File: config.mk
export PLATFORM = sky130hd
export DESIGN_NAME = c2c_stage
export DESIGN_NICKNAME = d
export VERILOG_FILES = /design/src/design/c2c_pkg.sv /design/src/design/c2c_stage.sv
export SDC_FILE = /design/constraint.sdc
export NUM_CORES = 1
export LEC_CHECK = 0
export BUFFER_PORTS_ARGS = -buffer_cell sky130_fd_sc_hd__buf_4
export CORE_UTILIZATION = 40
export DETAILED_ROUTE_END_ITERATION = 16
export PLACE_DENSITY = 0.65
export SKIP_CTS_REPAIR_TIMING = 1
export SLEW_MARGIN = 20
export SYNTH_ARGS = -nofsm -noshare
export SYNTH_HDL_FRONTEND = slang
export SYNTH_SLANG_ARGS = --single-unit
File: constraint.sdc
create_clock -name clk_i -period 4.4 [get_ports clk_i]
set_input_delay 0.44 -clock clk_i [delete_from_list [all_inputs] [get_ports clk_i]]
set_output_delay 0.44 -clock clk_i [all_outputs]
set_load 0.005 [all_outputs]
File: src/design/c2c_pkg.sv
`default_nettype none

package c2c_pkg;

  localparam int CORDIC_ITERATIONS_DEF = 24;
  localparam int GUARD_BITS = 8;
  localparam int CW = 44;
  localparam int PW = CW - 1 + 16;
  localparam int AW = 4;
  localparam logic [15:0] INV_GAIN_HI = 16'h9B74;
  localparam logic [15:0] INV_GAIN_LO = 16'hEDA8;

  typedef enum logic [1:0] {
    REG_SRC_AZIMUTH = 2'd0,
    REG_TGT_AZIMUTH = 2'd1,
    REG_SRC_HEIGHT  = 2'd2,
    REG_TGT_HEIGHT  = 2'd3
  } reg_e;

  typedef struct packed {
    logic [31:0] src_azimuth;
    logic [31:0] tgt_azimuth;
    logic [31:0] src_height;
    logic [31:0] tgt_height;
  } cfg_t;

  typedef struct packed {
    logic [CW-1:0] x;
    logic [CW-1:0] y;
    logic [31:0]   ang;
    logic [31:0]   zeta;
    logic          sat;
    logic          origin;
  } cord_t;

  typedef struct packed {
    logic [PW-1:0] p;
    logic [PW-1:0] q;
    logic          pos;
    logic [31:0]   ang;
    logic [31:0]   zeta;
    logic          sat;
    logic          origin;
  } prod_t;

  typedef struct packed {
    logic [31:0] theta;
    logic [31:0] rho;
    logic [31:0] zeta;
    logic        sat;
  } res_t;

  function automatic logic [31:0] atan_entry(input logic [5:0] idx);
    logic [31:0] a;
    case (idx)
      6'd0:  a = 32'd536870912;
      6'd1:  a = 32'd316933406;
      6'd2:  a = 32'd167458907;
      6'd3:  a = 32'd85004756;
      6'd4:  a = 32'd42667331;
      6'd5:  a = 32'd21354465;
      6'd6:  a = 32'd10679838;
      6'd7:  a = 32'd5340245;
      6'd8:  a = 32'd2670163;
      6'd9:  a = 32'd1335087;
      6'd10: a = 32'd667544;
      6'd11: a = 32'd333772;
      6'd12: a = 32'd166886;
      6'd13: a = 32'd83443;
      6'd14: a = 32'd41722;
      6'd15: a = 32'd20861;
      6'd16: a = 32'd10430;
      6'd17: a = 32'd5215;
      6'd18: a = 32'd2608;
      6'd19: a = 32'd1304;
      6'd20: a = 32'd652;
      6'd21: a = 32'd326;
      6'd22: a = 32'd163;
      6'd23: a = 32'd81;
      6'd24: a = 32'd41;
      6'd25: a = 32'd20;
      6'd26: a = 32'd10;
      6'd27: a = 32'd5;
      6'd28: a = 32'd3;
      6'd29: a = 32'd1;
      6'd30: a = 32'd1;
      default: a = 32'd0;
    endcase
    return a;
  endfunction

endpackage

`default_nettype wire

File: src/design/c2c_stage.sv
`default_nettype none

module c2c_stage #(
  parameter int IDX = 0
) (
  input  wire logic           clk_i,
  input  wire logic           rst_ni,
  input  wire logic           valid_i,
  output logic                ready_o,
  input  wire c2c_pkg::cord_t data_i,
  output logic                valid_o,
  input  wire logic           ready_i,
  output c2c_pkg::cord_t      data_o
);

  logic                        vld_q, vld_d;
  c2c_pkg::cord_t              data_q, data_d;
  logic signed [c2c_pkg::CW-1:0] dx, dy;
  logic [31:0]                 a;

  assign ready_o = !vld_q || ready_i;
  assign valid_o = vld_q;
  assign data_o  = data_q;

  always_comb begin
    dx = $signed(data_i.y) >>> IDX;
    dy = $signed(data_i.x) >>> IDX;
    a  = c2c_pkg::atan_entry(6'(IDX));
    data_d = data_i;
    if (!data_i.y[c2c_pkg::CW-1]) begin
      data_d.x   = data_i.x + dx;
      data_d.y   = data_i.y - dy;
      data_d.ang = data_i.ang + a;
    end else begin
      data_d.x   = data_i.x - dx;
      data_d.y   = data_i.y + dy;
      data_d.ang = data_i.ang - a;
    end
    vld_d = ready_o ? valid_i : vld_q;
  end

  always_ff @(posedge clk_i or negedge rst_ni) begin
    if (!rst_ni) begin
      vld_q <= 1'b0;
    end else begin
      vld_q <= vld_d;
    end
  end

  always_ff @(posedge clk_i) begin
    if (valid_i && ready_o) begin
      data_q <= data_d;
    end
  end

endmodule

`default_nettype wire

==> flow_summary_export.csv <==
group,metric,value,unit
floorplanning,die_h,180.8,um
clock_tree,cts_max_path_buffers,2,
synthesis,synth.distinct_cells,76,
setup_path,cpMostUsedCell,"nor4_1",
timing,rsz0062_at_grt,"no",
final_layout,drive_above_1_share,22.33,%
synthesis,ys_seq_area_share,36.13,%
placement,post-dp-hpwl,35610,um
timing,period_share,83.05,%
global_route,use_met2,45.37,%
run,maxCapViolations,0,
floorplanning,start_util,40.62,%
placement,place_congestion,0.9491,
power_and_ir_drop,power.total,5.138,mW
timing,fin_tns_setup,0,ps
placement,port_buffers,313,
synthesis,synth_most_common_cell,"a21oi_1",
timing,setup_viol,0,
timing,relSlewSlack,30.07,%
clock_tree,cts_sinks,154,
global_route,met3_usage,5.987,%
setup_path,required,4600,ps
timing,maxSlewViolCount,0,
setup_path,timing.rr.start,"valid_o",
detailed_routing,drc,0,
worst_hold_path,min-delay-start,"data_i[35]",
timing,finalClockSkew,19.38,ps
floorplanning,rows,65,
clock_tree,clockRootBuffer,"clkbuf_16",
detailed_routing,drtIter0Drc,1159,
synthesis,syn_area,12790,um2
global_route,grt_overflow,0,
timing,max_clock_freq,273.7,MHz
worst_hold_path,hp-class,"in2reg",
global_route,grt_usage,26.92,%
clock_tree,cts_tree,"yes",
synthesis,ys_dominant_reg_cell,"edfxtp_1",
synthesis,synth-seq-cells,154,
global_route,grt_pass1_wl,67410,um
final_layout,final_nets,2005,
global_route,antenna_found_initial,2,
setup_path,rrSetupSlack,2220,ps
detailed_routing,wl_per_cell,21.17,um
synthesis,synthTopCellsByCount,"a21oi_1 (189), edfxtp_1 (153), ha_1 (145), inv_1 (129), nor2_1 (107)",
clock_tree,clk_latency,460,ps
setup_path,cp_top_family,"simple AND/OR/NAND/NOR gates",
clock_tree,path_clk_slew,70,ps
worst_hold_path,min_delay_path_depth,1,
global_route,grt_max_degree,74,
setup_path,rr_worst_depth,3,
detailed_routing,wl,44750,um
synthesis,synth-edff-count,153,
detailed_routing,detail-route-antenna-nets,0,
setup_path,path_class,"in2reg",
final_layout,instances_no_fill,2114,
synthesis,yosysWarnings,0,
setup_path,cp-start-kind,"input pin",
timing,hold_viol,0,
synthesis,syn-num-nets,1716,
timing,tightest_slew,1049,ps
status,outcome,"finished clean",
synthesis,synthTopCellsByArea,"edfxtp_1 (36%), ha_1 (14%), a21oi_1 (7.4%)",
detailed_routing,avgViaCountPerCell,5.720,
power_and_ir_drop,p_leak,7.044,nW
detailed_routing,vias,12090,
timing,fin_crit,3654,ps
global_route,grt_busiest_layer,"met2",
power_and_ir_drop,ir_worst_vdd,0.2728,mV
synthesis,async_flop_share,0.6494,%
clock_tree,cts_made_buffers,17,
final_layout,area_delta_synth_final,26.37,%
setup_path,max_stage_delay,720,ps
floorplanning,fp.dieW,180.8,um
placement,post-place-cells,2080,
setup_path,cp_slowest_cell,"a2111oi_0",
floorplanning,design.die.area,32680,um2
worst_hold_path,min_to,"data_o[35]",
setup_path,end_kind,"flop",
power_and_ir_drop,p_per_area,318.0,nW/um2
synthesis,yosys.area.top_type,"edfxtp_1",
setup_path,path_buf_inv,2,
setup_path,worstPathCellList,"buf_4 -> inv_1 -> ha_1 -> nor2b_1 -> a2111oi_4 -> nor4_1 -> or3_4 -> and3_1 -> o21ai_1 -> a2111oi_0 -> nor4_1 -> o21bai_1 -> xnor2_1",
floorplanning,coreArea,31470,um2
clock_tree,h-tree-depth,4,
setup_path,regToRegEndpoint,"data_o[137]",
synthesis,syn_area_per_cell,9.075,um2
global_route,grtUsageMet1,33.67,%
setup_path,worstPathArrival,3860,ps
floorplanning,io_pins,314,
synthesis,netlist.area_leader.share,35.93,%
global_route,grt_pass1_vias,11700,
setup_path,cp_max_fo,12,
detailed_routing,dr.pass1.iters,6,
synthesis,synthCells,1409,
-- layer usage --
metal | part of all wire (%) | wire length [um]
met4 | 2.7 | 1203
met1 | 41 | 18490
met3 | 8.4 | 3751
met5 | 0.029 | 13
met2 | 48 | 21290
-- report_power, final --
group	switching [mW]	internal, mW	total (mW)
Sequential	0.0436	1.82	1.86
Combinational	1.01	0.698	1.71
Clock	0.656	0.916	1.57
Total	1.71	3.43	5.14
-- kinds of logic after synthesis --
group | Yosys count | share of synthesized area, %
and+or+nand+nor | 316 | 11.60
xor gates and xnor gates | 86 | 5.891
adders and majority gates | 149 | 14.82
AOI/OAI and AO/OA | 476 | 23.22
DFF | 154 | 36.13
muxes | 30 | 2.358
buffers and inverters | 198 | 5.989
-- worst register-to-register path, stage by stage, from the launching register on --
cell	delay, ps
dfrtp_1	380
nand2b_1	120
and2_4	830
buf_4	510
-- cells in the final DEF, fill, tap and decap left out, drive strengths merged, types with 21 or more instances in the layout --
| cell type | n |
|---|---|
| nand3 | 22 |
| a21o | 22 |
| nand2 | 78 |
| ha | 145 |
| xnor2 | 81 |
| edfxtp | 153 |
| nor2 | 107 |
| buf | 331 |
| nor3 | 23 |
| mux2i | 29 |
| o31ai | 21 |
| a21oi | 190 |
| o21ai | 107 |
| o21bai | 39 |
| inv | 136 |
-- cell type report --
type	count	area (um2)
tap	402	503.0
antenna	1	2.502
timing repair buffer	332	2507
clock buffer	20	446.7
multi-input combinational	1057	7403
clock inverter	12	165.2
inverter	136	510.5
sequential	154	4619
fill	2938	15320
-- worst max-delay path by stage --
stage                    start          end  slack [ps]  cells past startpoint
floorplan           data_i[66]  data_o[150]        1360                     13
global placement    data_i[79]  data_o[108]         560                     13
detailed placement  data_i[70]  data_o[108]         490                     13
CTS                 data_i[70]  data_o[108]         950                     13
global route        data_i[70]  data_o[108]         740                     13
finish              data_i[70]  data_o[108]         750                     13
-- registers in the layout (all words and copies together), names as in the netlist --
signal   cells
data_o     153
valid_o      1
-- through the flow --
step | setup slack, ps | hold slack (ps) | util [%] | area [um2]
global route | 735.0 | 147.0 | 51.34 | 16160
global placement | 557.3 | 215.4 | 49.35 | 15530
detailed placement | 490.4 | 219.1 | 49.35 | 15530
CTS | 946.8 | -262.5 | 51.30 | 16150
finish | 745.8 | 164.1 | 51.34 | 16160
floorplan | 1355 | 144.4 | - | 12790
No activity file was read; power rests on OpenSTA's default activity.
