File: src/design/c2c_pkg.sv
`default_nettype none

package c2c_pkg;

  localparam int CORDIC_ITERATIONS_DEF = 24;
  localparam int GUARD_BITS = 8;
  localparam int CW = 44;
  localparam int PW = CW - 1 + 16;
  localparam int AW = 4;
  localparam logic [15:0] INV_GAIN_HI = 16'h9B74;
  localparam logic [15:0] INV_GAIN_LO = 16'hEDA8;

  typedef enum logic [1:0] {
    REG_SRC_AZIMUTH = 2'd0,
    REG_TGT_AZIMUTH = 2'd1,
    REG_SRC_HEIGHT  = 2'd2,
    REG_TGT_HEIGHT  = 2'd3
  } reg_e;

  typedef struct packed {
    logic [31:0] src_azimuth;
    logic [31:0] tgt_azimuth;
    logic [31:0] src_height;
    logic [31:0] tgt_height;
  } cfg_t;

  typedef struct packed {
    logic [CW-1:0] x;
    logic [CW-1:0] y;
    logic [31:0]   ang;
    logic [31:0]   zeta;
    logic          sat;
    logic          origin;
  } cord_t;

  typedef struct packed {
    logic [PW-1:0] p;
    logic [PW-1:0] q;
    logic          pos;
    logic [31:0]   ang;
    logic [31:0]   zeta;
    logic          sat;
    logic          origin;
  } prod_t;

  typedef struct packed {
    logic [31:0] theta;
    logic [31:0] rho;
    logic [31:0] zeta;
    logic        sat;
  } res_t;

  function automatic logic [31:0] atan_entry(input logic [5:0] idx);
    logic [31:0] a;
    case (idx)
      6'd0:  a = 32'd536870912;
      6'd1:  a = 32'd316933406;
      6'd2:  a = 32'd167458907;
      6'd3:  a = 32'd85004756;
      6'd4:  a = 32'd42667331;
      6'd5:  a = 32'd21354465;
      6'd6:  a = 32'd10679838;
      6'd7:  a = 32'd5340245;
      6'd8:  a = 32'd2670163;
      6'd9:  a = 32'd1335087;
      6'd10: a = 32'd667544;
      6'd11: a = 32'd333772;
      6'd12: a = 32'd166886;
      6'd13: a = 32'd83443;
      6'd14: a = 32'd41722;
      6'd15: a = 32'd20861;
      6'd16: a = 32'd10430;
      6'd17: a = 32'd5215;
      6'd18: a = 32'd2608;
      6'd19: a = 32'd1304;
      6'd20: a = 32'd652;
      6'd21: a = 32'd326;
      6'd22: a = 32'd163;
      6'd23: a = 32'd81;
      6'd24: a = 32'd41;
      6'd25: a = 32'd20;
      6'd26: a = 32'd10;
      6'd27: a = 32'd5;
      6'd28: a = 32'd3;
      6'd29: a = 32'd1;
      6'd30: a = 32'd1;
      default: a = 32'd0;
    endcase
    return a;
  endfunction

endpackage

`default_nettype wire

File: src/design/c2c_scale.sv
`default_nettype none

module c2c_scale (
  input  wire logic           clk_i,
  input  wire logic           rst_ni,
  input  wire logic           valid_i,
  output logic                ready_o,
  input  wire c2c_pkg::cord_t data_i,
  output logic                valid_o,
  input  wire logic           ready_i,
  output c2c_pkg::res_t       res_o
);

  localparam int PW = c2c_pkg::PW;
  localparam int TW = c2c_pkg::PW + 1;
  localparam int Shift = 16 + c2c_pkg::GUARD_BITS;
  localparam logic [TW-1:0] Half = TW'(1) << (Shift - 1);

  logic           vld_a_q, vld_a_d, vld_b_q, vld_b_d;
  logic           rdy_a;
  c2c_pkg::prod_t prod_q, prod_d;
  c2c_pkg::res_t  res_q, res_d;
  logic [c2c_pkg::CW-2:0] ux;
  logic [TW-1:0]  t;
  logic [TW-Shift-1:0] r;

  assign rdy_a   = !vld_b_q || ready_i;
  assign ready_o = !vld_a_q || rdy_a;
  assign valid_o = vld_b_q;
  assign res_o   = res_q;

  always_comb begin
    ux = data_i.x[c2c_pkg::CW-2:0];
    prod_d.p = PW'(ux) * PW'(c2c_pkg::INV_GAIN_HI);
    prod_d.q = PW'(ux) * PW'(c2c_pkg::INV_GAIN_LO);
    prod_d.pos = !data_i.x[c2c_pkg::CW-1] && (data_i.x != '0);
    prod_d.ang = data_i.ang;
    prod_d.zeta = data_i.zeta;
    prod_d.sat = data_i.sat;
    prod_d.origin = data_i.origin;
    vld_a_d = ready_o ? valid_i : vld_a_q;
  end

  always_comb begin
    t = {1'b0, prod_q.p} + TW'(prod_q.q >> 16) + Half;
    r = t[TW-1:Shift];
    if (prod_q.origin || !prod_q.pos) begin
      res_d.rho = 32'h0;
    end else if (r > (TW-Shift)'(32'hFFFF_FFFF)) begin
      res_d.rho = 32'hFFFF_FFFF;
    end else begin
      res_d.rho = r[31:0];
    end
    res_d.theta = prod_q.origin ? 32'h0 : prod_q.ang;
    res_d.zeta  = prod_q.zeta;
    res_d.sat   = prod_q.sat;
    vld_b_d = rdy_a ? vld_a_q : vld_b_q;
  end

  always_ff @(posedge clk_i or negedge rst_ni) begin
    if (!rst_ni) begin
      vld_a_q <= 1'b0;
      vld_b_q <= 1'b0;
    end else begin
      vld_a_q <= vld_a_d;
      vld_b_q <= vld_b_d;
    end
  end

  always_ff @(posedge clk_i) begin
    if (valid_i && ready_o) begin
      prod_q <= prod_d;
    end
    if (vld_a_q && rdy_a) begin
      res_q <= res_d;
    end
  end

endmodule

`default_nettype wire

File: config.mk
export PLATFORM = sky130hd
export DESIGN_NAME = c2c_scale
export DESIGN_NICKNAME = d
export VERILOG_FILES = /design/src/design/c2c_pkg.sv /design/src/design/c2c_scale.sv
export SDC_FILE = /design/constraint.sdc
export NUM_CORES = 2
export LEC_CHECK = 0
export BUFFER_PORTS_ARGS = -buffer_cell sky130_fd_sc_hd__buf_4
export CORE_MARGIN = 2
export CORE_UTILIZATION = 35
export DETAILED_ROUTE_END_ITERATION = 7
export SLEW_MARGIN = 20
export SYNTH_ARGS = -nofsm -noshare
export SYNTH_HDL_FRONTEND = slang
export SYNTH_SLANG_ARGS = --single-unit
File: constraint.sdc
create_clock -name clk_i -period 7.25 [get_ports clk_i]
set_input_delay 0 -clock clk_i [delete_from_list [all_inputs] [get_ports clk_i]]
set_output_delay 0 -clock clk_i [all_outputs]
set_load 0.05 [all_outputs]
==> flow_results.xml <==
<?xml version="1.0" encoding="UTF-8"?>
<metrics>
  <group name="outcome">
    <metric name="result_of_the_run" unit="">finished, final reports clean</metric>
  </group>
  <group name="clocking">
    <metric name="cts-root-buf" unit="">sky130_fd_sc_hd__clkbuf_16</metric>
    <metric name="holdBufCountCts" unit="">75</metric>
    <metric name="tritoncts" unit="">done</metric>
    <metric name="post-cts-setup-buffer-count" unit="">0</metric>
    <metric name="cts_resized" unit="">0</metric>
    <metric name="clock_tree.htree_level_count" unit="">1</metric>
    <metric name="cts.reportedPaths.clkPinSlew" unit="ns">0.07</metric>
    <metric name="worstSkewPairLatency" unit="ns">0.54</metric>
    <metric name="cts_bufs_inserted" unit="">24</metric>
    <metric name="max-clock-path-buffers" unit="">3</metric>
    <metric name="cts_sinks" unit="">264</metric>
  </group>
  <group name="route">
    <metric name="drt_iter0_markers" unit="">1261</metric>
    <metric name="route.detailed.vias_per_inst" unit="">4.83</metric>
    <metric name="route.antenna.remaining_nets" unit="">0</metric>
    <metric name="detailedRoute.firstPassIterationCount" unit="">5</metric>
    <metric name="drt_wl_total" unit="um">81800</metric>
    <metric name="post-route-drc-count" unit="">0</metric>
    <metric name="routedWlPerCell" unit="um">18.8</metric>
    <metric name="routed-via-count" unit="">21000</metric>
  </group>
  <group name="critical_path">
    <metric name="timing.rr.end" unit="">res_o[35]</metric>
    <metric name="arrival" unit="ns">6.39</metric>
    <metric name="timing.critical_path.to" unit="">prod_q[182]</metric>
    <metric name="critPathLaunchType" unit="">input port</metric>
    <metric name="required" unit="ns">7.54</metric>
    <metric name="worstSetupEndpointType" unit="">register</metric>
    <metric name="critPathKind" unit="">in -&gt; reg</metric>
    <metric name="r2r_setup_slack" unit="ns">3.14</metric>
    <metric name="critical_path_peak_fanout" unit="">7</metric>
    <metric name="r2r_cells" unit="">11</metric>
    <metric name="regToRegStartpoint" unit="">prod_q[101]</metric>
    <metric name="critical_path.startpoint" unit="">data_i[131]</metric>
  </group>
  <group name="logic_synthesis">
    <metric name="synth.net_count" unit="">3948</metric>
    <metric name="synth_async_sr_flop_share" unit="">0.00758</metric>
    <metric name="cell_taking_the_most_area_after_synthesis" unit="">sky130_fd_sc_hd__fa_1</metric>
    <metric name="synth_seq_area_share" unit="">0.250</metric>
    <metric name="synth-edff-count" unit="">262</metric>
    <metric name="synth_top_cells_by_area" unit="">sky130_fd_sc_hd__fa_1 30%, sky130_fd_sc_hd__edfxtp_1 25%, sky130_fd_sc_hd__ha_1 18%, sky130_fd_sc_hd__inv_1 8.3%, sky130_fd_sc_hd__a21oi_1 2.3%</metric>
    <metric name="synth.ff_latch_count" unit="">264</metric>
    <metric name="synthesis.instances" unit="">2865</metric>
    <metric name="yosys.cell_types.count" unit="">70</metric>
    <metric name="syn-mean-instance-area" unit="um^2">11.1</metric>
    <metric name="dominantRegCellSynth" unit="">sky130_fd_sc_hd__edfxtp_1</metric>
    <metric name="ys_warn_count" unit="">0</metric>
    <metric name="post-synth-top-area-fraction" unit="">0.296</metric>
    <metric name="netlist_area" unit="mm^2">0.0317</metric>
  </group>
  <group name="place">
    <metric name="gp_routability_congestion" unit="">0.913</metric>
    <metric name="half_perimeter_wire_length_after_placement" unit="um">70300</metric>
    <metric name="port_bufs" unit="">212</metric>
    <metric name="place_worst_setup_slack" unit="ns">0.636</metric>
  </group>
  <group name="layout">
    <metric name="layout_common_cells" unit="">699 x sky130_fd_sc_hd__inv_1, 468 x sky130_fd_sc_hd__fa_1, 457 x sky130_fd_sc_hd__ha_1</metric>
    <metric name="final-seq-area" unit="mm^2">0.00792</metric>
    <metric name="finish.net_count" unit="">4233</metric>
    <metric name="fill_cells" unit="">8738</metric>
    <metric name="final_core_density" unit="">0.402</metric>
    <metric name="final_common_cell" unit="">sky130_fd_sc_hd__inv_1</metric>
    <metric name="drive_gt1_frac" unit="">0.0871</metric>
    <metric name="antennaDiodeCount" unit="">0</metric>
    <metric name="footprint_of_the_multi_input_gates" unit="mm^2">0.0210</metric>
    <metric name="area_delta_synth_final" unit="%">14.1</metric>
  </group>
  <group name="global_route">
    <metric name="grt_overflow" unit="">0</metric>
    <metric name="grt_start_max_net_pins" unit="">70</metric>
    <metric name="grt_usage" unit="">0.178</metric>
    <metric name="grt_antenna_before_repair" unit="">2</metric>
    <metric name="wire_length_of_the_first_global_routing_pass" unit="um">128000</metric>
    <metric name="via_count_of_the_first_global_routing_pass" unit="">22500</metric>
  </group>
  <group name="sta">
    <metric name="finalSetupTns" unit="ns">0</metric>
    <metric name="timing.max_slew.rel_slack" unit="">0.363</metric>
    <metric name="report.final.slew_viol_count" unit="">0</metric>
    <metric name="grt_setup_unrepaired" unit="">false</metric>
    <metric name="max_freq" unit="GHz">0.164</metric>
    <metric name="setup_violations" unit="">0</metric>
    <metric name="finalCritPeriodShare" unit="">0.843</metric>
    <metric name="timing.final.hold_violations" unit="">0</metric>
    <metric name="worst_slew_pin_slew" unit="ns">0.946</metric>
    <metric name="skew" unit="ns">0.0196</metric>
    <metric name="finalCriticalPeriod" unit="ns">6.11</metric>
    <metric name="final.setup.worst_slack" unit="ns">1.14</metric>
  </group>
  <group name="die">
    <metric name="die_h" unit="um">305</metric>
    <metric name="effective_utilization_at_floorplan" unit="">0.353</metric>
    <metric name="pin_count" unit="">257</metric>
    <metric name="die-area" unit="mm^2">0.0930</metric>
    <metric name="num_rows" unit="">110</metric>
    <metric name="design.core.area" unit="mm^2">0.0899</metric>
    <metric name="floorplan.die.width" unit="um">305</metric>
  </group>
  <group name="job">
    <metric name="max_capacitance_violation_count" unit="">0</metric>
  </group>
  <group name="hold_path">
    <metric name="min_path_type" unit="">in -&gt; reg</metric>
  </group>
</metrics>
## worst max-delay path: stages
cell,delay (ns)
sky130_fd_sc_hd__buf_4,0.15
sky130_fd_sc_hd__inv_1,0.27
sky130_fd_sc_hd__ha_1,0.32
sky130_fd_sc_hd__inv_1,0.16
sky130_fd_sc_hd__fa_1,0.47
sky130_fd_sc_hd__fa_1,0.52
sky130_fd_sc_hd__inv_1,0.07
sky130_fd_sc_hd__fa_1,0.51
sky130_fd_sc_hd__fa_1,0.56
sky130_fd_sc_hd__inv_1,0.06
sky130_fd_sc_hd__fa_1,0.59
sky130_fd_sc_hd__inv_1,0.06
sky130_fd_sc_hd__ha_1,0.41
sky130_fd_sc_hd__a21o_1,0.21
sky130_fd_sc_hd__a311oi_1,0.37
sky130_fd_sc_hd__o21ai_0,0.13
sky130_fd_sc_hd__a31oi_1,0.24
sky130_fd_sc_hd__o21a_1,0.22
sky130_fd_sc_hd__a21oi_1,0.10
sky130_fd_sc_hd__o41ai_1,0.59
sky130_fd_sc_hd__o211ai_1,0.20
sky130_fd_sc_hd__xor2_1,0.17
## metal layers
layer,routed length [um],track usage,vias to the layer above
met3,4860,0.0300,111
met4,2160,0.0469,4
met5,27,0,-
met1,36300,0.238,10300
met2,38400,0.298,576
li1,-,-,10000
## how the worst min path moves through the flow
stage / startpoint / to / slack, ns / depth (start not counted)
after CTS: data_i[113] / prod_q[131] / 0.03 / 3
after global routing: data_i[113] / prod_q[131] / 0.07 / 3
after global placement: rst_ni / valid_o / -0.22 / 1
after floorplan: rst_ni / valid_o / -0.30 / 0
after detailed placement: rst_ni / valid_o / -0.21 / 1
final: data_i[113] / prod_q[131] / 0.07 / 3
## synthesized netlist by cell type (7+ instances only)
cell,number
sky130_fd_sc_hd__nand2_1,86
sky130_fd_sc_hd__and3_1,14
sky130_fd_sc_hd__a21oi_1,148
sky130_fd_sc_hd__o21ai_0,61
sky130_fd_sc_hd__a221oi_1,8
sky130_fd_sc_hd__clkbuf_1,22
sky130_fd_sc_hd__o21ai_1,8
sky130_fd_sc_hd__nor2_1,73
sky130_fd_sc_hd__nand4_1,32
sky130_fd_sc_hd__a31oi_1,12
sky130_fd_sc_hd__o21bai_1,16
sky130_fd_sc_hd__inv_1,699
sky130_fd_sc_hd__nor4_1,9
sky130_fd_sc_hd__edfxtp_1,262
sky130_fd_sc_hd__fa_1,468
sky130_fd_sc_hd__nand3_1,39
sky130_fd_sc_hd__xor2_1,57
sky130_fd_sc_hd__a21o_1,71
sky130_fd_sc_hd__nor3_1,31
sky130_fd_sc_hd__nor2b_1,45
sky130_fd_sc_hd__o21a_1,23
sky130_fd_sc_hd__xnor2_1,69
sky130_fd_sc_hd__ha_1,457
sky130_fd_sc_hd__and4_1,8
sky130_fd_sc_hd__buf_2,7
sky130_fd_sc_hd__and2_1,11
sky130_fd_sc_hd__o211ai_1,14
sky130_fd_sc_hd__a211oi_1,14
## registers in the layout (all words and copies together) (netlist names)
register	flops
prod_q	165
res_o	97
valid_o	1
vld_a_q	1
## cell families after synthesis
kind of cell,share of synthesized area
compound gates,0.0915
xor+xnor,0.0348
fa+ha+maj,0.476
buf+inv,0.0877
flops,0.250
mux,0.000632
simple gates,0.0594
## stage by stage
step                instances  cell area [um^2]  hold slack [ns]
floorplan                2865             31700           -0.296
global placement         4225             34600           -0.216
detailed placement       4225             34600           -0.213
CTS                      4344             36200           0.0305
global route             4344             36200           0.0750
finish                   4344             36200           0.0723
## layout make-up
class,instances,share of cell area
Clock inverter,19,0.00488
Clock buffer,25,0.0167
Inverter,699,0.0725
Multi-Input combinational cell,1869,0.581
Sequential cell,264,0.219
Tap cell,1176,0.0407
Timing Repair Buffer,292,0.0658
Power is left out: the tool's default activity adds up to more than one toggle a clock period on the data nets, which glitch-free logic cannot reach.
