`src/design/c2c_pkg.sv`:
```
`default_nettype none

package c2c_pkg;

  localparam int CORDIC_ITERATIONS_DEF = 24;
  localparam int GUARD_BITS = 8;
  localparam int CW = 44;
  localparam int PW = CW - 1 + 16;
  localparam int AW = 4;
  localparam logic [15:0] INV_GAIN_HI = 16'h9B74;
  localparam logic [15:0] INV_GAIN_LO = 16'hEDA8;

  typedef enum logic [1:0] {
    REG_SRC_AZIMUTH = 2'd0,
    REG_TGT_AZIMUTH = 2'd1,
    REG_SRC_HEIGHT  = 2'd2,
    REG_TGT_HEIGHT  = 2'd3
  } reg_e;

  typedef struct packed {
    logic [31:0] src_azimuth;
    logic [31:0] tgt_azimuth;
    logic [31:0] src_height;
    logic [31:0] tgt_height;
  } cfg_t;

  typedef struct packed {
    logic [CW-1:0] x;
    logic [CW-1:0] y;
    logic [31:0]   ang;
    logic [31:0]   zeta;
    logic          sat;
    logic          origin;
  } cord_t;

  typedef struct packed {
    logic [PW-1:0] p;
    logic [PW-1:0] q;
    logic          pos;
    logic [31:0]   ang;
    logic [31:0]   zeta;
    logic          sat;
    logic          origin;
  } prod_t;

  typedef struct packed {
    logic [31:0] theta;
    logic [31:0] rho;
    logic [31:0] zeta;
    logic        sat;
  } res_t;

  function automatic logic [31:0] atan_entry(input logic [5:0] idx);
    logic [31:0] a;
    case (idx)
      6'd0:  a = 32'd536870912;
      6'd1:  a = 32'd316933406;
      6'd2:  a = 32'd167458907;
      6'd3:  a = 32'd85004756;
      6'd4:  a = 32'd42667331;
      6'd5:  a = 32'd21354465;
      6'd6:  a = 32'd10679838;
      6'd7:  a = 32'd5340245;
      6'd8:  a = 32'd2670163;
      6'd9:  a = 32'd1335087;
      6'd10: a = 32'd667544;
      6'd11: a = 32'd333772;
      6'd12: a = 32'd166886;
      6'd13: a = 32'd83443;
      6'd14: a = 32'd41722;
      6'd15: a = 32'd20861;
      6'd16: a = 32'd10430;
      6'd17: a = 32'd5215;
      6'd18: a = 32'd2608;
      6'd19: a = 32'd1304;
      6'd20: a = 32'd652;
      6'd21: a = 32'd326;
      6'd22: a = 32'd163;
      6'd23: a = 32'd81;
      6'd24: a = 32'd41;
      6'd25: a = 32'd20;
      6'd26: a = 32'd10;
      6'd27: a = 32'd5;
      6'd28: a = 32'd3;
      6'd29: a = 32'd1;
      6'd30: a = 32'd1;
      default: a = 32'd0;
    endcase
    return a;
  endfunction

endpackage

`default_nettype wire

```
`src/design/c2c_pre.sv`:
```
`default_nettype none

module c2c_pre (
  input  wire logic                clk_i,
  input  wire logic                rst_ni,
  input  wire logic                valid_i,
  output logic                     ready_o,
  input  wire logic signed [31:0]  x_i,
  input  wire logic signed [31:0]  y_i,
  input  wire logic signed [31:0]  z_i,
  input  wire c2c_pkg::cfg_t       cfg_i,
  output logic                     valid_o,
  input  wire logic                ready_i,
  output c2c_pkg::cord_t           data_o
);

  localparam int PadW = c2c_pkg::CW - 33 - c2c_pkg::GUARD_BITS;

  logic           vld_q, vld_d;
  c2c_pkg::cord_t data_q, data_d;
  logic           neg;
  logic [32:0]    x33, y33, xa, ya;
  logic [33:0]    z34;
  logic           over;

  assign ready_o = !vld_q || ready_i;
  assign valid_o = vld_q;
  assign data_o  = data_q;

  always_comb begin
    neg = x_i[31];
    x33 = {x_i[31], x_i};
    y33 = {y_i[31], y_i};
    xa  = neg ? 33'(-x33) : x33;
    ya  = neg ? 33'(-y33) : y33;
    z34 = {{2{z_i[31]}}, z_i} - {{2{cfg_i.src_height[31]}}, cfg_i.src_height}
        + {{2{cfg_i.tgt_height[31]}}, cfg_i.tgt_height};
    over = (z34[33:31] != 3'b000) && (z34[33:31] != 3'b111);

    data_d.x = {{PadW{xa[32]}}, xa, {c2c_pkg::GUARD_BITS{1'b0}}};
    data_d.y = {{PadW{ya[32]}}, ya, {c2c_pkg::GUARD_BITS{1'b0}}};
    data_d.ang = (neg ? 32'h8000_0000 : 32'h0) + cfg_i.tgt_azimuth - cfg_i.src_azimuth;
    data_d.origin = (x_i == 32'sd0) && (y_i == 32'sd0);
    if (data_d.origin) begin
      data_d.zeta = z_i;
      data_d.sat  = 1'b0;
    end else if (over) begin
      data_d.zeta = z34[33] ? 32'h8000_0000 : 32'h7FFF_FFFF;
      data_d.sat  = 1'b1;
    end else begin
      data_d.zeta = z34[31:0];
      data_d.sat  = 1'b0;
    end
    vld_d = ready_o ? valid_i : vld_q;
  end

  always_ff @(posedge clk_i or negedge rst_ni) begin
    if (!rst_ni) begin
      vld_q <= 1'b0;
    end else begin
      vld_q <= vld_d;
    end
  end

  always_ff @(posedge clk_i) begin
    if (valid_i && ready_o) begin
      data_q <= data_d;
    end
  end

endmodule

`default_nettype wire

```
`config.mk`:
```
export PLATFORM = sky130hd
export DESIGN_NAME = c2c_pre
export DESIGN_NICKNAME = d
export VERILOG_FILES = /design/src/design/c2c_pkg.sv /design/src/design/c2c_pre.sv
export SDC_FILE = /design/constraint.sdc
export NUM_CORES = 1
export LEC_CHECK = 0
export ABC_AREA = 1
export BUFFER_PORTS_ARGS = -buffer_cell sky130_fd_sc_hd__buf_2
export CORE_MARGIN = 2
export CORE_UTILIZATION = 24
export CTS_CLUSTER_DIAMETER = 80
export CTS_CLUSTER_SIZE = 10
export DETAILED_ROUTE_END_ITERATION = 8
export PLACE_DENSITY_LB_ADDON = 0.15
export SLEW_MARGIN = 20
export SYNTH_ARGS = -nofsm -noshare
export SYNTH_HDL_FRONTEND = slang
export SYNTH_SLANG_ARGS = --single-unit
```
`constraint.sdc`:
```
create_clock -name clk_i -period 8.27 [get_ports clk_i]
set_input_delay 0.827 -clock clk_i [delete_from_list [all_inputs] [get_ports clk_i]]
set_output_delay 0.827 -clock clk_i [all_outputs]
set_load 0.02 [all_outputs]
```
==> results of run 1 <==
through the flow:
| step | hold WS, ps | total power [mW] | setup WS (ps) |
|---|---|---|---|
| after floorplan | 531 | 1.80 | 380 |
| after global routing | 107 | 3.09 | 3980 |
| after global placement | 558 | 2.16 | 3870 |
| after CTS | 103 | 2.91 | 4340 |
| after detailed placement | 561 | 2.16 | 3830 |
| final | 141 | 2.86 | 4300 |
worst max-delay path, cell delays in order:
cell,delay (ps)
sky130_fd_sc_hd__buf_2,100
sky130_fd_sc_hd__inv_1,50
sky130_fd_sc_hd__fa_1,560
sky130_fd_sc_hd__inv_1,80
sky130_fd_sc_hd__fa_1,450
sky130_fd_sc_hd__nand3_1,90
sky130_fd_sc_hd__nand2_1,110
sky130_fd_sc_hd__nand2_1,80
sky130_fd_sc_hd__nand2_1,140
sky130_fd_sc_hd__nand2_1,100
sky130_fd_sc_hd__nand2_1,90
sky130_fd_sc_hd__nand2_1,110
sky130_fd_sc_hd__nand3_1,80
sky130_fd_sc_hd__nand2_1,90
sky130_fd_sc_hd__nand2_1,100
sky130_fd_sc_hd__a21oi_4,530
sky130_fd_sc_hd__buf_4,440
sky130_fd_sc_hd__a21oi_1,110
cells by family after synthesis:
family | count (synthesis) | share of synthesized area, %
buffers and inverters | 337 | 11.9
XOR/XNOR | 111 | 8.21
other | 1 | 0.0317
AND/OR/NAND/NOR | 564 | 20.7
flip-flops | 133 | 33.7
adder cells (fa/ha/maj) | 130 | 15.8
AO/OA/AOI/OAI | 184 | 9.62
cells in the final DEF, fill, tap and decap left out, types with 36 or more instances in the layout:
| master | Yosys | layout |
|---|---|---|
| sky130_fd_sc_hd__buf_2 | 0 | 367 |
| sky130_fd_sc_hd__nand2_1 | 304 | 304 |
| sky130_fd_sc_hd__inv_1 | 298 | 298 |
| sky130_fd_sc_hd__edfxtp_1 | 132 | 132 |
| sky130_fd_sc_hd__nor2_1 | 125 | 125 |
| sky130_fd_sc_hd__ha_1 | 97 | 97 |
| sky130_fd_sc_hd__a21oi_1 | 78 | 77 |
| sky130_fd_sc_hd__xor2_1 | 75 | 75 |
| sky130_fd_sc_hd__nand3_1 | 43 | 43 |
| sky130_fd_sc_hd__xnor2_1 | 36 | 36 |
per-layer routing:
metal  track usage, %  wire, microns  vias to the layer above
met5                0              0                        -
met4             5.14            736                        0
met3             3.62           2230                       37
met2             25.5          18000                      281
met1             18.4          17000                     4864
li1                 -              -                     5347
cell type report:
cell class              count  area, sq um
well taps                 664          831
inverters                 299         1120
clock buffers              20          447
clock inverters            12         82.6
diodes                      2         5.00
flip-flops and latches    133         3990
fillers                  5374        34000
repair buffers            372         1870
multi-input cells        1006         6520
power by group:
part,switching [mW],total (mW),internal (mW)
combinational,0.791,1.22,0.429
clock,0.338,0.728,0.390
sequential,0.0273,0.915,0.887
total,1.16,2.86,1.71
registers in the layout, summed over array words and instances, names as in the netlist:
| signal | flops |
|---|---|
| data_o | 132 |
| valid_o | 1 |
how the worst max path moves through the flow:
stage / startpoint / slack (ps) / cells after the start / endpoint
2_1_floorplan: valid_i / 380 / 2 / data_o[0]
3_3_place_gp: z_i[1] / 3870 / 18 / data_o[2]
3_5_place_dp: z_i[1] / 3830 / 18 / data_o[2]
4_1_cts: z_i[1] / 4340 / 18 / data_o[2]
5_1_grt: z_i[1] / 3980 / 18 / data_o[2]
6_report: z_i[1] / 4300 / 18 / data_o[2]
==> metrics.txt, run 1 <==
starting utilization of the core area 24.2%; final routed wirelength across all metal layers 38000 microns; library cell used as clock root buffer sky130_fd_sc_hd__clkbuf_16; endpoint required time on the critical path 8470 ps; outcome finished, final reports clean; total number of nets in the final design 2187; die outline area 51100 sq um; row cnt 81; number of hold violations in the final report 0; router iterations before antenna repair 5; relative area change from synthesis to final layout 25.5%; number of port buffers 367; Post-synth EDFFs 132; TritonCTS Buffers 17; count of clock tree sinks 133; Worst Reg2Reg Path Length in Cells 3; Clk pin slew, worst setup/hold paths 70 ps; class of the most critical hold timing path in2async; static leakage 7.60 nW; first-pass GRT wire length 58300 microns; Netlist cell types 47; mean area per synthesized cell 8.11 sq um; Top FF cell, synth sky130_fd_sc_hd__edfxtp_1; maximum fanout count along the critical path 19; maximum root-to-sink buffer count 2; worst flop-to-flop path endpoint data_o[93]; total routing usage reported by global routing 14.9%; final cycle utilization of the critical path 48.0%; most area-consuming cells after synthesis sky130_fd_sc_hd__edfxtp_1 (33%), sky130_fd_sc_hd__ha_1 (10%), sky130_fd_sc_hd__nand2_1 (9.6%), sky130_fd_sc_hd__inv_1 (9.4%), sky130_fd_sc_hd__fa_1 (5.6%); placeable core area 48800 sq um; final std cells w/o fill 2508; most frequent cell after synthesis sky130_fd_sc_hd__nand2_1; slew at the pin closest to its max-slew limit 1010 ps; clock tree from TritonCTS done; Pwr per Cell Area 192 nW/um^2; remaining number of nets flagged by the antenna check after routing 0; wire length per cell after detailed routing 15.1 microns; total via count after detailed routing 10500; Reg2Reg Launch Point valid_o; remaining routing DRC violations 0; Final Wtd Congestion 0.885; Post-synth top cells sky130_fd_sc_hd__nand2_1 (304), sky130_fd_sc_hd__inv_1 (298), sky130_fd_sc_hd__edfxtp_1 (132); register-to-register path setup slack 5620 ps; Max Transition Viols Final 0; count of hold buffers inserted by post-cts repair 0; arrival time worst endpoint 4170 ps; time the final worst path needs with I/O delays and setup 3970 ps; flops & latches, synth 133; warnings from Yosys 0; cell area after synthesis 11800 sq um; placed cell areas 14300 sq um; number of cells in the design after placement 2474; Synth async-reset ratio 0.752%; maximum number of pins on one net before global-route repair 68; number of global-route vias before repair 11000; Slew HR 32.6%; utilization of the core after routing 30.4%; number of instances resized during post-cts repair 0; critical path launch point type primary input; share of final-layout standard cells stronger than drive strength 1 26.4%; aggregate negative setup slack 0 ps; GRT overflow 0; IR drop worst, VDD 149 uV; WS Path Type in2reg; clk_skew 8.90 ps; via-per-instance ratio 4.20; CTS H-tree lvls 4; number of setup buffers added after CTS 0; HPWL reported at the end of detailed placement 31000 microns; top-area cell type share of the netlist area 33.5%; number of DRC markers in iteration 0 463; area of all placed cells without fillers 14900 sq um; Chip Height 226 microns; setup repair after global routing missed its margin false; setup violators final 0; number of max-cap violations 0; antenna violations before repair 2; portion of the post-synthesis area used by sequential elements 33.7%; number of placed I/O pins 384; x dimension of the die 226 microns; kind of end point of the critical path flop; Max Clk Rate 252 MHz; synthesized netlist cell count 1460; dominant cell type by area after synthesis sky130_fd_sc_hd__edfxtp_1; clock latency on the worst-skew pair 460 ps
No activity file was read; power rests on OpenSTA's default activity.
==> run 2: changes to the inputs <==
--- a/config.mk
+++ b/config.mk
@@ -5,7 +5,7 @@
 export SDC_FILE = /design/constraint.sdc
 export NUM_CORES = 1
 export LEC_CHECK = 0
-export ABC_AREA = 1
+export ABC_AREA = 0
 export BUFFER_PORTS_ARGS = -buffer_cell sky130_fd_sc_hd__buf_2
 export CORE_MARGIN = 2
 export CORE_UTILIZATION = 24
==> constraint.sdc (replaced) <==
create_clock -name clk_i -period 3.85 [get_ports clk_i]
set_input_delay 0.385 -clock clk_i [delete_from_list [all_inputs] [get_ports clk_i]]
set_output_delay 0.385 -clock clk_i [all_outputs]
set_load 0.02 [all_outputs]
==> metrics.txt, run 2 <==
outcome finished, final reports clean; fraction of the mapped netlist area in adder cells 17.1%; clock tree from TritonCTS done; dominant cell type by area after synthesis sky130_fd_sc_hd__edfxtp_1; total routing usage reported by global routing 15.0%; ordered cell list for the critical path buf_2 > inv_1 > fa_1 > inv_1 > fa_1 > a211oi_2 > o21ai_1 > o21ai_1 > buf_4 > a31oi_1 > a2111o_1 > a21o_1 > a32oi_1 > nor2_1 > buf_12 > a221o_2; maximum root-to-sink buffer count 2; HPWL reported at the end of detailed placement 30000 microns; synthesized-area fraction occupied by xor and xnor cells 9.27%; starting utilization of the core area 24.2%; setup repair after global routing missed its margin true; time the final worst path needs with I/O delays and setup 3750 ps; library cell used as clock root buffer sky130_fd_sc_hd__clkbuf_16; Synth async-reset ratio 0.752%; Slew HR 40.5%; die outline area 47400 sq um; mean area per synthesized cell 9.80 sq um; Worst Reg2Reg Path Length in Cells 3; Filler Cells Inserted 4771; flops & latches, synth 133; number of global-route vias before repair 9782; number of max-cap violations 0; top library cells by usage in the layout, fill and taps aside sky130_fd_sc_hd__buf_2 (367), sky130_fd_sc_hd__inv_1 (175), sky130_fd_sc_hd__edfxtp_1 (132); CP max stage delay 520 ps; area of all sequential standard cells 3990 sq um; Max Clk Rate 267 MHz; remaining routing DRC violations 0; clock latency on the worst-skew pair 440 ps; Post-synth EDFFs 132; placeable core area 45200 sq um; class of the most critical hold timing path in2reg; critical path launch point type primary input; Hold Path End valid_o; WS Path Type in2reg; slowest stage cell, crit path sky130_fd_sc_hd__fa_1; CP top delay family compound AO/OA/AOI/OAI gates; number of placed I/O pins 384; top-area cell type share of the netlist area 36.2%; final routed wirelength across all metal layers 35900 microns; kind of end point of the critical path flop; Largest register FFs 132; register-to-register path setup slack 1930 ps; endpoint required time on the critical path 4040 ps; relative area change from synthesis to final layout 35.7%; portion of the post-synthesis area used by sequential elements 36.4%; TritonCTS Buffers 17; Reg2Reg Launch Point valid_o; first-pass GRT wire length 54400 microns; most area-consuming cells after synthesis sky130_fd_sc_hd__edfxtp_1 (36%), sky130_fd_sc_hd__ha_1 (11%), sky130_fd_sc_hd__xnor2_1 (8.2%), sky130_fd_sc_hd__fa_1 (6.0%), sky130_fd_sc_hd__inv_1 (6.0%); slew at the pin closest to its max-slew limit 893 ps; worst flop-to-flop path endpoint data_o[12]; Chip Height 218 microns; total via count after detailed routing 9777; aggregate negative setup slack 0 ps; buffering stage count on the worst path with inverters included 5; Antenna Diode Count 0; IR drop worst, VDD 282 uV; number of port buffers 367; GRT overflow 0; static leakage 7.04 nW; arrival time worst endpoint 3940 ps; Post-synth top cells sky130_fd_sc_hd__inv_1 (175), sky130_fd_sc_hd__edfxtp_1 (132), sky130_fd_sc_hd__xnor2_1 (102); number of DRC markers in iteration 0 447; share of final-layout standard cells stronger than drive strength 1 33.2%; maximum number of pins on one net before global-route repair 59; antenna violations before repair 1; Pwr per Cell Area 442 nW/um^2; Final Wtd Congestion 0.816; final cycle utilization of the critical path 97.4%; count of clock tree sinks 133; share of the synthesized area in compound gates (AO/OA/AOI/OAI) 17.8%; combinational family with the most area after synthesis compound AO/OA/AOI/OAI gates; number of cells in the design after placement 2162; setup violators final 0; power consumption 6.57 mW; warnings from Yosys 0; number of hold violations in the final report 0; wire length per cell after detailed routing 16.4 microns; most frequent cell after synthesis sky130_fd_sc_hd__inv_1; Max Transition Viols Final 0; x dimension of the die 218 microns; Netlist cell types 66; total number of nets in the final design 1940; via-per-instance ratio 4.45; cell area after synthesis 11000 sq um; Clk pin slew, worst setup/hold paths 70 ps; share of synthesized area spent on multiplexers 0.183%; area fraction in and, or, nand and nor cells after synthesis 10.3%; row cnt 78; area taken by multi-input logic gates 6080 sq um; router iterations before antenna repair 6; number of setup buffers added after CTS 0; CTS H-tree lvls 4; remaining number of nets flagged by the antenna check after routing 0; most common cell after layout, fill and taps aside sky130_fd_sc_hd__buf_2; Worst Hold Launch valid_i; synthesized netlist cell count 1118; clk_skew 12.6 ps; final std cells w/o fill 2195; Top FF cell, synth sky130_fd_sc_hd__edfxtp_1; maximum fanout count along the critical path 15; number of cells on the worst hold path 2
-- run 2: worst max-delay path by stage --
stage / start / endpoint / slack (ps) / depth (start not counted)
global placement: z_i[1] / data_o[2] / -470 / 16
floorplan: z_i[1] / data_o[15] / 6 / 14
CTS: z_i[1] / data_o[2] / 50 / 16
detailed placement: z_i[1] / data_o[2] / -480 / 16
global route: z_i[1] / data_o[2] / -20 / 16
finish: z_i[1] / data_o[2] / 100 / 16
-- run 2: repair_timing --
| action | in CTS | in global routing |
|---|---|---|
| hold buffers | 1 | 0 |
| gates resized for setup | 1 | 3 |
| setup endpoints to repair | 3 | 21 |
| endpoints found under the hold margin | 1 | 0 |
| pin swaps | 0 | 1 |
-- run 2: cell type report --
type,instances,share of cell area (%)
tap,600,5.05
clock inverter,15,1.14
multi-input combinational,772,40.9
inverter,176,4.44
sequential,133,26.8
timing repair buffer,482,18.8
clock buffer,17,2.86
-- run 2: per-layer routing --
| metal | wire length [microns] | part of all wire (%) | global-route usage [%] | up-vias |
|---|---|---|---|---|
| li1 | - | - | - | 4872 |
| met1 | 15800 | 44 | 18.9 | 4588 |
| met2 | 17800 | 50 | 26.4 | 294 |
| met3 | 1930 | 5.4 | 2.69 | 21 |
| met4 | 355 | 0.99 | 3.31 | 2 |
| met5 | 8 | 0.022 | 0 | - |
-- run 2: worst register-to-register path, delay by kind of cell, from the launching register on --
kind,cells,cell delay (ps)
flip-flops,1,370
buffers and inverters,1,370
AND/OR/NAND/NOR,2,830
-- run 2: kinds of logic (layout without fill, tap and decap cells) --
kind of cell    after synthesis  count (layout)
flops                       133             133
other cells                   1              17
compound gates              284             284
mux                           2               2
fa+ha+maj                   130             130
xor+xnor                    116             116
simple gates                223             223
buf+inv                     229             690
-- run 2: through the flow --
| stage | utilization (%) | hold WS [ps] | worst slack [ps] | cell area, sq um |
|---|---|---|---|---|
| after detailed placement | 31.5 | 165 | -483 | 14200 |
| after global routing | 32.9 | 154 | -19.7 | 14900 |
| after CTS | 32.9 | 134 | 45.2 | 14900 |
| after floorplan | - | 89.4 | 5.75 | 11000 |
| final | 32.9 | 168 | 98.8 | 14900 |
| after global placement | 31.5 | 161 | -473 | 14200 |
-- run 2: report_power, final --
group,switching (mW),internal (mW),total [mW],leakage [nW]
Clock,0.747,0.972,1.72,0.279
Combinational,1.61,1.27,2.88,5.50
Sequential,0.0627,1.91,1.97,1.26
